**src/hw/rtl/rhc_pkg.sv**
```systemverilog
// shared types, constants and trig table for the rgb to hsv converter
`default_nettype none
package rhc_pkg;

  // fractional bits of the trig table
  localparam int TrigFracBits = 16;
  localparam real Pi = 3.14159265358979323846;

  // table entry holds 0 .. 2^f, the signed value needs one more bit
  typedef logic [TrigFracBits:0] sin_ent_t;
  typedef logic signed [TrigFracBits+1:0] trig_t;
  typedef sin_ent_t sin_tab_t [91];

  function automatic sin_tab_t build_sin_table();
    sin_tab_t tab;
    real x;
    for (int d = 0; d <= 90; d++) begin
      x = $sin(d * Pi / 180.0) * (2.0 ** TrigFracBits);
      tab[d] = sin_ent_t'($rtoi(x + 0.5));
    end
    return tab;
  endfunction

  localparam sin_tab_t SinTable = build_sin_table();

  // signed sine of a whole degree angle 0..449
  function automatic trig_t sin_deg(logic [9:0] d);
    logic [9:0] a;
    logic [9:0] idx;
    logic       neg;
    a = (d >= 10'd360) ? d - 10'd360 : d;
    neg = 1'b0;
    if (a <= 10'd90) begin
      idx = a;
    end else if (a <= 10'd180) begin
      idx = 10'd180 - a;
    end else if (a <= 10'd270) begin
      idx = a - 10'd180;
      neg = 1'b1;
    end else begin
      idx = 10'd360 - a;
      neg = 1'b1;
    end
    if (neg) begin
      return -trig_t'({1'b0, SinTable[idx[6:0]]});
    end
    return trig_t'({1'b0, SinTable[idx[6:0]]});
  endfunction

  // one pixel in flight through the divider chain
  typedef struct packed {
    logic        valid;
    logic        gray;
    logic [7:0]  bright;
    logic [16:0] rem_h;
    logic [16:0] dsh_h;
    logic [8:0]  quo_h;
    logic [16:0] rem_s;
    logic [16:0] dsh_s;
    logic [8:0]  quo_s;
  } div_t;

endpackage
`default_nettype wire

```
**src/hw/rtl/rhc_if.sv**
```systemverilog
// stream interfaces for pixels in and hsv results out
`default_nettype none
interface rhc_pix_if;
  logic       valid;
  logic       ready;
  logic [7:0] red;
  logic [7:0] green;
  logic [7:0] blue;
  modport source (output valid, output red, output green, output blue, input ready);
  modport sink (input valid, input red, input green, input blue, output ready);
endinterface

interface rhc_hsv_if;
  logic       valid;
  logic       ready;
  logic [8:0] hue;
  logic [7:0] saturation;
  logic [7:0] brightness;
  logic [8:0] chroma_x;
  logic [8:0] chroma_y;
  modport source (output valid, output hue, output saturation, output brightness,
                  output chroma_x, output chroma_y, input ready);
  modport sink (input valid, input hue, input saturation, input brightness,
                input chroma_x, input chroma_y, output ready);
endinterface
`default_nettype wire

```
**src/hw/rtl/rhc_div_cell.sv**
```systemverilog
// one restoring division step for hue and saturation
`default_nettype none
module rhc_div_cell (
  input  wire logic         clk_i,
  input  wire logic         rst_ni,
  input  wire logic         en_i,
  input  wire rhc_pkg::div_t cell_i,
  output rhc_pkg::div_t     cell_o
);

  rhc_pkg::div_t cell_d, cell_q;

  always_comb begin
    cell_d = cell_i;
    if (cell_i.rem_h >= cell_i.dsh_h) begin
      cell_d.rem_h = cell_i.rem_h - cell_i.dsh_h;
      cell_d.quo_h = {cell_i.quo_h[7:0], 1'b1};
    end else begin
      cell_d.quo_h = {cell_i.quo_h[7:0], 1'b0};
    end
    if (cell_i.rem_s >= cell_i.dsh_s) begin
      cell_d.rem_s = cell_i.rem_s - cell_i.dsh_s;
      cell_d.quo_s = {cell_i.quo_s[7:0], 1'b1};
    end else begin
      cell_d.quo_s = {cell_i.quo_s[7:0], 1'b0};
    end
    cell_d.dsh_h = cell_i.dsh_h >> 1;
    cell_d.dsh_s = cell_i.dsh_s >> 1;
  end

  always_ff @(posedge clk_i or negedge rst_ni) begin
    if (!rst_ni) begin
      cell_q <= '0;
    end else if (en_i) begin
      cell_q <= cell_d;
    end
  end

  assign cell_o = cell_q;

endmodule
`default_nettype wire

```
**src/hw/rtl/rgb_to_hsv_with_chroma_xy.sv**
```systemverilog
// top level: rgb pixel to hsv with chroma plane point
// a pixel passes the setup register, the divider cells and the output register in turn
// throughput: one pixel per cycle while the output is not stalled, set by the 9-cell restoring divider chain
// each pipeline stage moves on when it is empty or its successor moves, so
// bubbles collapse and input is taken while a result waits
// reset: asynchronous active low, clears all stage valid bits
`default_nettype none
module rgb_to_hsv_with_chroma_xy (
  input  wire logic clk_i,
  input  wire logic rst_ni,
  rhc_pix_if.sink   pix_i,
  rhc_hsv_if.source hsv_o
);

  localparam int NumCells = 9;
  localparam int F = rhc_pkg::TrigFracBits;

  // stage 0 is the setup register, stages 1..9 are divider cells
  rhc_pkg::div_t stage [NumCells+1];
  logic [NumCells+1:0] en;

  // output register
  logic       out_v_q;
  logic [8:0] hue_q;
  logic [7:0] sat_q;
  logic [7:0] bri_q;
  logic [8:0] cx_q;
  logic [8:0] cy_q;

  // enable ripple from the output back to the input
  always_comb begin
    en[NumCells+1] = !out_v_q || hsv_o.ready;
    for (int k = NumCells; k >= 0; k--) begin
      en[k] = !stage[k].valid || en[k+1];
    end
  end

  assign pix_i.ready = en[0];

  // setup: max, min, range, sector numerator
  logic [7:0] mx, mn, delta;
  logic signed [17:0] num;
  rhc_pkg::div_t setup_d, setup_q;

  always_comb begin
    logic signed [17:0] r, g, b, d;
    r = 18'(pix_i.red);
    g = 18'(pix_i.green);
    b = 18'(pix_i.blue);
    mx = (pix_i.red > pix_i.green) ? pix_i.red : pix_i.green;
    if (pix_i.blue > mx) mx = pix_i.blue;
    mn = (pix_i.red < pix_i.green) ? pix_i.red : pix_i.green;
    if (pix_i.blue < mn) mn = pix_i.blue;
    delta = mx - mn;
    d = 18'(delta);
    // sector ties go red, then green, then blue
    if (pix_i.red == mx) begin
      num = 18'sd60 * (g - b);
    end else if (pix_i.green == mx) begin
      num = 18'sd120 * d + 18'sd60 * (b - r);
    end else begin
      num = 18'sd240 * d + 18'sd60 * (r - g);
    end
    // negative hue wraps around
    if (num < 0) num = num + 18'sd360 * d;

    setup_d.valid  = pix_i.valid;
    setup_d.gray   = (delta == 8'd0);
    setup_d.bright = mx;
    setup_d.rem_h  = num[16:0];
    setup_d.dsh_h  = {1'b0, delta, 8'd0};
    setup_d.quo_h  = '0;
    // 255 * range
    setup_d.rem_s  = {1'b0, delta, 8'd0} - 17'(delta);
    setup_d.dsh_s  = {1'b0, mx, 8'd0};
    setup_d.quo_s  = '0;
  end

  always_ff @(posedge clk_i or negedge rst_ni) begin
    if (!rst_ni) begin
      setup_q <= '0;
    end else if (en[0]) begin
      setup_q <= setup_d;
    end
  end

  assign stage[0] = setup_q;

  // divider chain, one quotient bit per cell
  for (genvar k = 1; k <= NumCells; k++) begin : g_cell
    rhc_div_cell u_cell (
      .clk_i  (clk_i),
      .rst_ni (rst_ni),
      .en_i   (en[k]),
      .cell_i (stage[k-1]),
      .cell_o (stage[k])
    );
  end

  // chroma: floor((sat * trig + 255 * 2^f) / 2^f), clamped at zero
  function automatic logic [8:0] chroma(logic [7:0] sat, rhc_pkg::trig_t trig);
    logic signed [F+10:0] s_ext, t_ext, sum;
    s_ext = {{(F+3){1'b0}}, sat};
    t_ext = {{9{trig[F+1]}}, trig};
    sum = s_ext * t_ext + ((F+11)'(255) <<< F);
    if (sum[F+10]) return 9'd0;
    return sum[F+8:F];
  endfunction

  // final stage: gray masking, trig lookup and chroma point
  logic [8:0] hue_w;
  logic [7:0] sat_w;

  always_comb begin
    rhc_pkg::div_t last;
    last = stage[NumCells];
    if (last.gray || last.quo_h >= 9'd360) hue_w = 9'd0;
    else hue_w = last.quo_h;
    sat_w = last.gray ? 8'd0 : last.quo_s[7:0];
  end

  always_ff @(posedge clk_i or negedge rst_ni) begin
    if (!rst_ni) begin
      out_v_q <= 1'b0;
    end else if (en[NumCells+1]) begin
      out_v_q <= stage[NumCells].valid;
    end
  end

  always_ff @(posedge clk_i) begin
    if (en[NumCells+1]) begin
      hue_q <= hue_w;
      sat_q <= sat_w;
      bri_q <= stage[NumCells].bright;
      cx_q  <= chroma(sat_w, rhc_pkg::sin_deg(10'(hue_w) + 10'd90));
      cy_q  <= chroma(sat_w, rhc_pkg::sin_deg(10'(hue_w)));
    end
  end

  assign hsv_o.valid      = out_v_q;
  assign hsv_o.hue        = hue_q;
  assign hsv_o.saturation = sat_q;
  assign hsv_o.brightness = bri_q;
  assign hsv_o.chroma_x   = cx_q;
  assign hsv_o.chroma_y   = cy_q;

endmodule
`default_nettype wire

```
**src/flat_wrapper.sv**
```systemverilog
// flat-port wrapper written by rule: the top's interface ports become plain ports
module rgb_to_hsv_with_chroma_xy_flat 
  (clk_i, rst_ni, pix_i_valid, pix_i_red, pix_i_green, pix_i_blue, pix_i_ready, hsv_o_valid, hsv_o_hue, hsv_o_saturation, hsv_o_brightness, hsv_o_chroma_x, hsv_o_chroma_y, hsv_o_ready);
  rhc_pix_if pix_i_i ();
  rhc_hsv_if hsv_o_i ();
  input  wire logic clk_i;
  input  wire logic rst_ni;
  input wire logic [$bits(pix_i_i.valid)-1:0] pix_i_valid;
  input wire logic [$bits(pix_i_i.red)-1:0] pix_i_red;
  input wire logic [$bits(pix_i_i.green)-1:0] pix_i_green;
  input wire logic [$bits(pix_i_i.blue)-1:0] pix_i_blue;
  output wire logic [$bits(pix_i_i.ready)-1:0] pix_i_ready;
  output wire logic [$bits(hsv_o_i.valid)-1:0] hsv_o_valid;
  output wire logic [$bits(hsv_o_i.hue)-1:0] hsv_o_hue;
  output wire logic [$bits(hsv_o_i.saturation)-1:0] hsv_o_saturation;
  output wire logic [$bits(hsv_o_i.brightness)-1:0] hsv_o_brightness;
  output wire logic [$bits(hsv_o_i.chroma_x)-1:0] hsv_o_chroma_x;
  output wire logic [$bits(hsv_o_i.chroma_y)-1:0] hsv_o_chroma_y;
  input wire logic [$bits(hsv_o_i.ready)-1:0] hsv_o_ready;
  assign pix_i_i.valid = pix_i_valid;
  assign pix_i_i.red = pix_i_red;
  assign pix_i_i.green = pix_i_green;
  assign pix_i_i.blue = pix_i_blue;
  assign pix_i_ready = pix_i_i.ready;
  assign hsv_o_valid = hsv_o_i.valid;
  assign hsv_o_hue = hsv_o_i.hue;
  assign hsv_o_saturation = hsv_o_i.saturation;
  assign hsv_o_brightness = hsv_o_i.brightness;
  assign hsv_o_chroma_x = hsv_o_i.chroma_x;
  assign hsv_o_chroma_y = hsv_o_i.chroma_y;
  assign hsv_o_i.ready = hsv_o_ready;
  rgb_to_hsv_with_chroma_xy u_core (.clk_i(clk_i), .rst_ni(rst_ni), .pix_i(pix_i_i), .hsv_o(hsv_o_i));
endmodule
```
**config.mk**
```make
export PLATFORM = sky130hd
export DESIGN_NAME = rgb_to_hsv_with_chroma_xy_flat
export DESIGN_NICKNAME = d
export VERILOG_FILES = /design/src/hw/rtl/rhc_pkg.sv /design/src/hw/rtl/rhc_if.sv /design/src/hw/rtl/rhc_div_cell.sv /design/src/hw/rtl/rgb_to_hsv_with_chroma_xy.sv /design/src/flat_wrapper.sv
export SDC_FILE = /design/constraint.sdc
export NUM_CORES = 2
export LEC_CHECK = 0
export BUFFER_PORTS_ARGS = -buffer_cell sky130_fd_sc_hd__buf_2
export CAP_MARGIN = 25
export CORE_MARGIN = 3
export CORE_UTILIZATION = 67
export DETAILED_ROUTE_END_ITERATION = 8
export HOLD_SLACK_MARGIN = 0.08
export PLACE_DENSITY = 0.81
export SLEW_MARGIN = 20
export SYNTH_ARGS = -nofsm -noshare
export SYNTH_HDL_FRONTEND = slang
export SYNTH_HIERARCHICAL = 1
export SYNTH_SLANG_ARGS = --single-unit
export TNS_END_PERCENT = 1
```
**constraint.sdc**
```tcl
create_clock -name clk_i -period 34.9 [get_ports clk_i]
set_input_delay 6.98 -clock clk_i [delete_from_list [all_inputs] [get_ports clk_i]]
set_output_delay 6.98 -clock clk_i [all_outputs]
set_load 0.01 [all_outputs]
```
==> flow_results.org <==
** Run status
- The run finished with clean final reports.

** Global route
- Antenna violations before repair :: 1
- Grt met2 use :: roughly half
- The first global-routing pass estimated 297300 um of wire.
- The layer flagged by global routing as most heavily used is met2.
- Maximum number of pins on one net before global-route repair :: ~160
- GRT overflow :: 0
- Met3 GRT Util :: under 10%
- Across every metal layer, demand over resource in global routing totals between 30% and 40%.
- The via count of the first global-routing pass is 56808.
- Met1 usage :: 45.94%

** Clock tree
- Post-CTS Setup Bufs :: 0
- Clock root buffer :: sky130_fd_sc_hd__clkbuf_16
- The number of gates resized after CTS was 0.
- CTS Hold Buffers Added :: 0
- TritonCTS built the clock tree.
- Longest Clk Path Bufs :: 3
- TritonCTS buffer count :: 87
- The H-tree was split into 3 levels.
- Clock latency on the worst-skew pair, taken at its later pin, is 680 ps.
- Number of clock sinks :: a little under 800
- Clock-pin slew on the worst setup and hold paths :: 60 ps

** Floorplan
- After floorplanning, the core was divided into 120 placement rows.
- between 70 and 80 I/O pins were placed.
- Chip Height :: between 300 and 400 um
- Initial core utilization :: 67.76%
- After floorplanning, the core was sized to cover roughly 0.11 mm^2.
- The die covers between 0.1 and 0.15 mm^2.
- From left edge to right edge, the die measures 335.7 um.

** Yosys
- After technology mapping, the gate count stands at just under 8000.
- Post-Synthesis Mean Instance Area :: slightly above 9 um^2
- Total standard cell area after synthesis :: approximately 0.073 mm^2
- Number of warnings reported in the yosys synthesis log :: 6

** Detailed routing
- Number of routed nets with antenna violations :: 0
- Number of detailed-route iterations in the first pass :: 8
- The final layout contains routed wiring with a total length of roughly 180000 um.
- 1st-iter DRT viols :: 4987
- After detailed routing, the average wire length per cell comes to approximately 19 um.
- After detailed routing, the number of remaining DRC violations is 0.
- Via Count :: between 50000 and 60000
- In the routed layout, each cell is associated on average with a via count of 6.183.

** Timing
- Based on the critical path, the design can be clocked at up to ~0.054 GHz.
- Headroom to the max-slew limit :: around a quarter
- Hold_ws :: 436.8 ps
- Pins over their slew limit :: 0
- Final Critical Period :: 18560 ps
- Clock skew on the completed layout was measured at about 46 ps.
- The final critical path takes up a little over half of the cycle.
- The total count of hold-check failures in the final report is 0.
- For the pin with the worst max-slew slack, the measured transition is around 1100 ps.
- Setup total negative slack on the finished layout was measured at 0 ps.
- Worst Setup Slack, final :: 16340 ps
- Final setup violation count :: 0
- Setup repair after global routing left no endpoint under its margin.

** Cells and area
- After the last flow step, the layout net total stands at roughly 9000.
- The area growth from synthesis to layout is 6.029%.
- Final Cell Area :: between 0.07 and 0.08 mm^2
- The repair_antennas step left the layout with diodes totalling 0.
- Commonest non-fill, non-tap cells in the layout :: sky130_fd_sc_hd__inv_1, sky130_fd_sc_hd__dfrtp_1, sky130_fd_sc_hd__ha_1
- Leading cell type in the layout, fill and taps excluded :: sky130_fd_sc_hd__inv_1
- Fraction of final layout cells sized beyond drive strength 1 :: about an eighth

** Flow run
- Across the run, the number of max-cap violations was 0.

** Worst setup path
- Data on the critical path arrives at its endpoint at about 12000 ps.
- CP required :: around 28000 ps
- The worst setup path is captured at an output port.
- R2r setup slk :: roughly 19000 ps
- Of all nets on the critical path, the largest fanout is 56.
- The setup path with the least slack is of type input pin to output port.
- Worst setup SP type :: input pin

** Placed design
- At the end of routability-driven placement, the weighted congestion stood at 0.9734.
- After legalization and detailed placement, the total HPWL measured 137100 um.
- During placement, the flow inserted port buffers numbering 72.
- Prior to clock tree synthesis, the placed netlist has a worst setup slack of ~16000 ps.
- DP Area :: between 0.07 and 0.08 mm^2

** Worst hold path
- The min-delay analysis places its worst path in the category register to register.
## final timing paths
check | startpoint | end | cells after the start
worst max-delay path | hsv_o_ready | pix_i_ready | 12
worst min-delay path | u_core/g_cell[9].u_cell/cell_o[89] | u_core/hsv_o.brightness[3] | 0
worst max register to register | u_core/g_cell[9].u_cell/cell_o[50] | u_core/hsv_o.chroma_x[6] | 52
worst min register to register | u_core/g_cell[9].u_cell/cell_o[89] | u_core/hsv_o.brightness[3] | 0
max in group asynchronous | rst_ni | u_core/g_cell[7].u_cell/cell_o[33] | 4
min in group asynchronous | rst_ni | u_core/g_cell[3].u_cell/cell_o[12] | 1
## area by class of cell
cell class	instances	area (um^2)
Multi-Input combinational cell	5838	47670
Fill cell	8095	30260
Sequential cell	792	20030
Inverter	990	3722
Clock buffer	122	2564
Tap cell	1403	1755
Timing Repair Buffer	158	1107
Clock inverter	39	384.1
## through the flow
| step | utilization (%) | std cells |
|---|---|---|
| floorplan | - | 7952 |
| global placement | 68.93 | 9167 |
| detailed placement | 68.98 | 9170 |
| CTS | 71.72 | 9331 |
| global route | 71.85 | 9342 |
| finish | 71.85 | 9342 |
## per-layer routing
metal	vias up	wire, um	part of all wire, %
met5	-	0	0
met1	28282	81290	45
met2	1901	84140	46
li1	27236	-	-
met3	344	11110	6.1
met4	0	5252	2.9
## worst max-delay path: stages
cell and delay, ps:
sky130_fd_sc_hd__buf_2 100, sky130_fd_sc_hd__nor2b_1 400, sky130_fd_sc_hd__nand3_4 520, sky130_fd_sc_hd__nor2_1 610, sky130_fd_sc_hd__nand3_4 390, sky130_fd_sc_hd__nor2_1 550, sky130_fd_sc_hd__nand3_4 600, sky130_fd_sc_hd__nor2_1 430
sky130_fd_sc_hd__and2_1 170, sky130_fd_sc_hd__buf_4 410, sky130_fd_sc_hd__clkinv_1 170, sky130_fd_sc_hd__buf_2 170
## registers in the layout (all words and copies together) (netlist names)
signal,flops
u_core/hsv_o.hue,9
u_core/hsv_o.chroma_x,9
u_core/setup_q,49
u_core/hsv_o.saturation,8
u_core/hsv_o.chroma_y,9
u_core/g_cell.u_cell/cell_o,699
u_core/hsv_o.valid,1
u_core/hsv_o.brightness,8
Power is not shown: default switching activity piles up to over one toggle a cycle in this logic, so the estimate is an artifact.
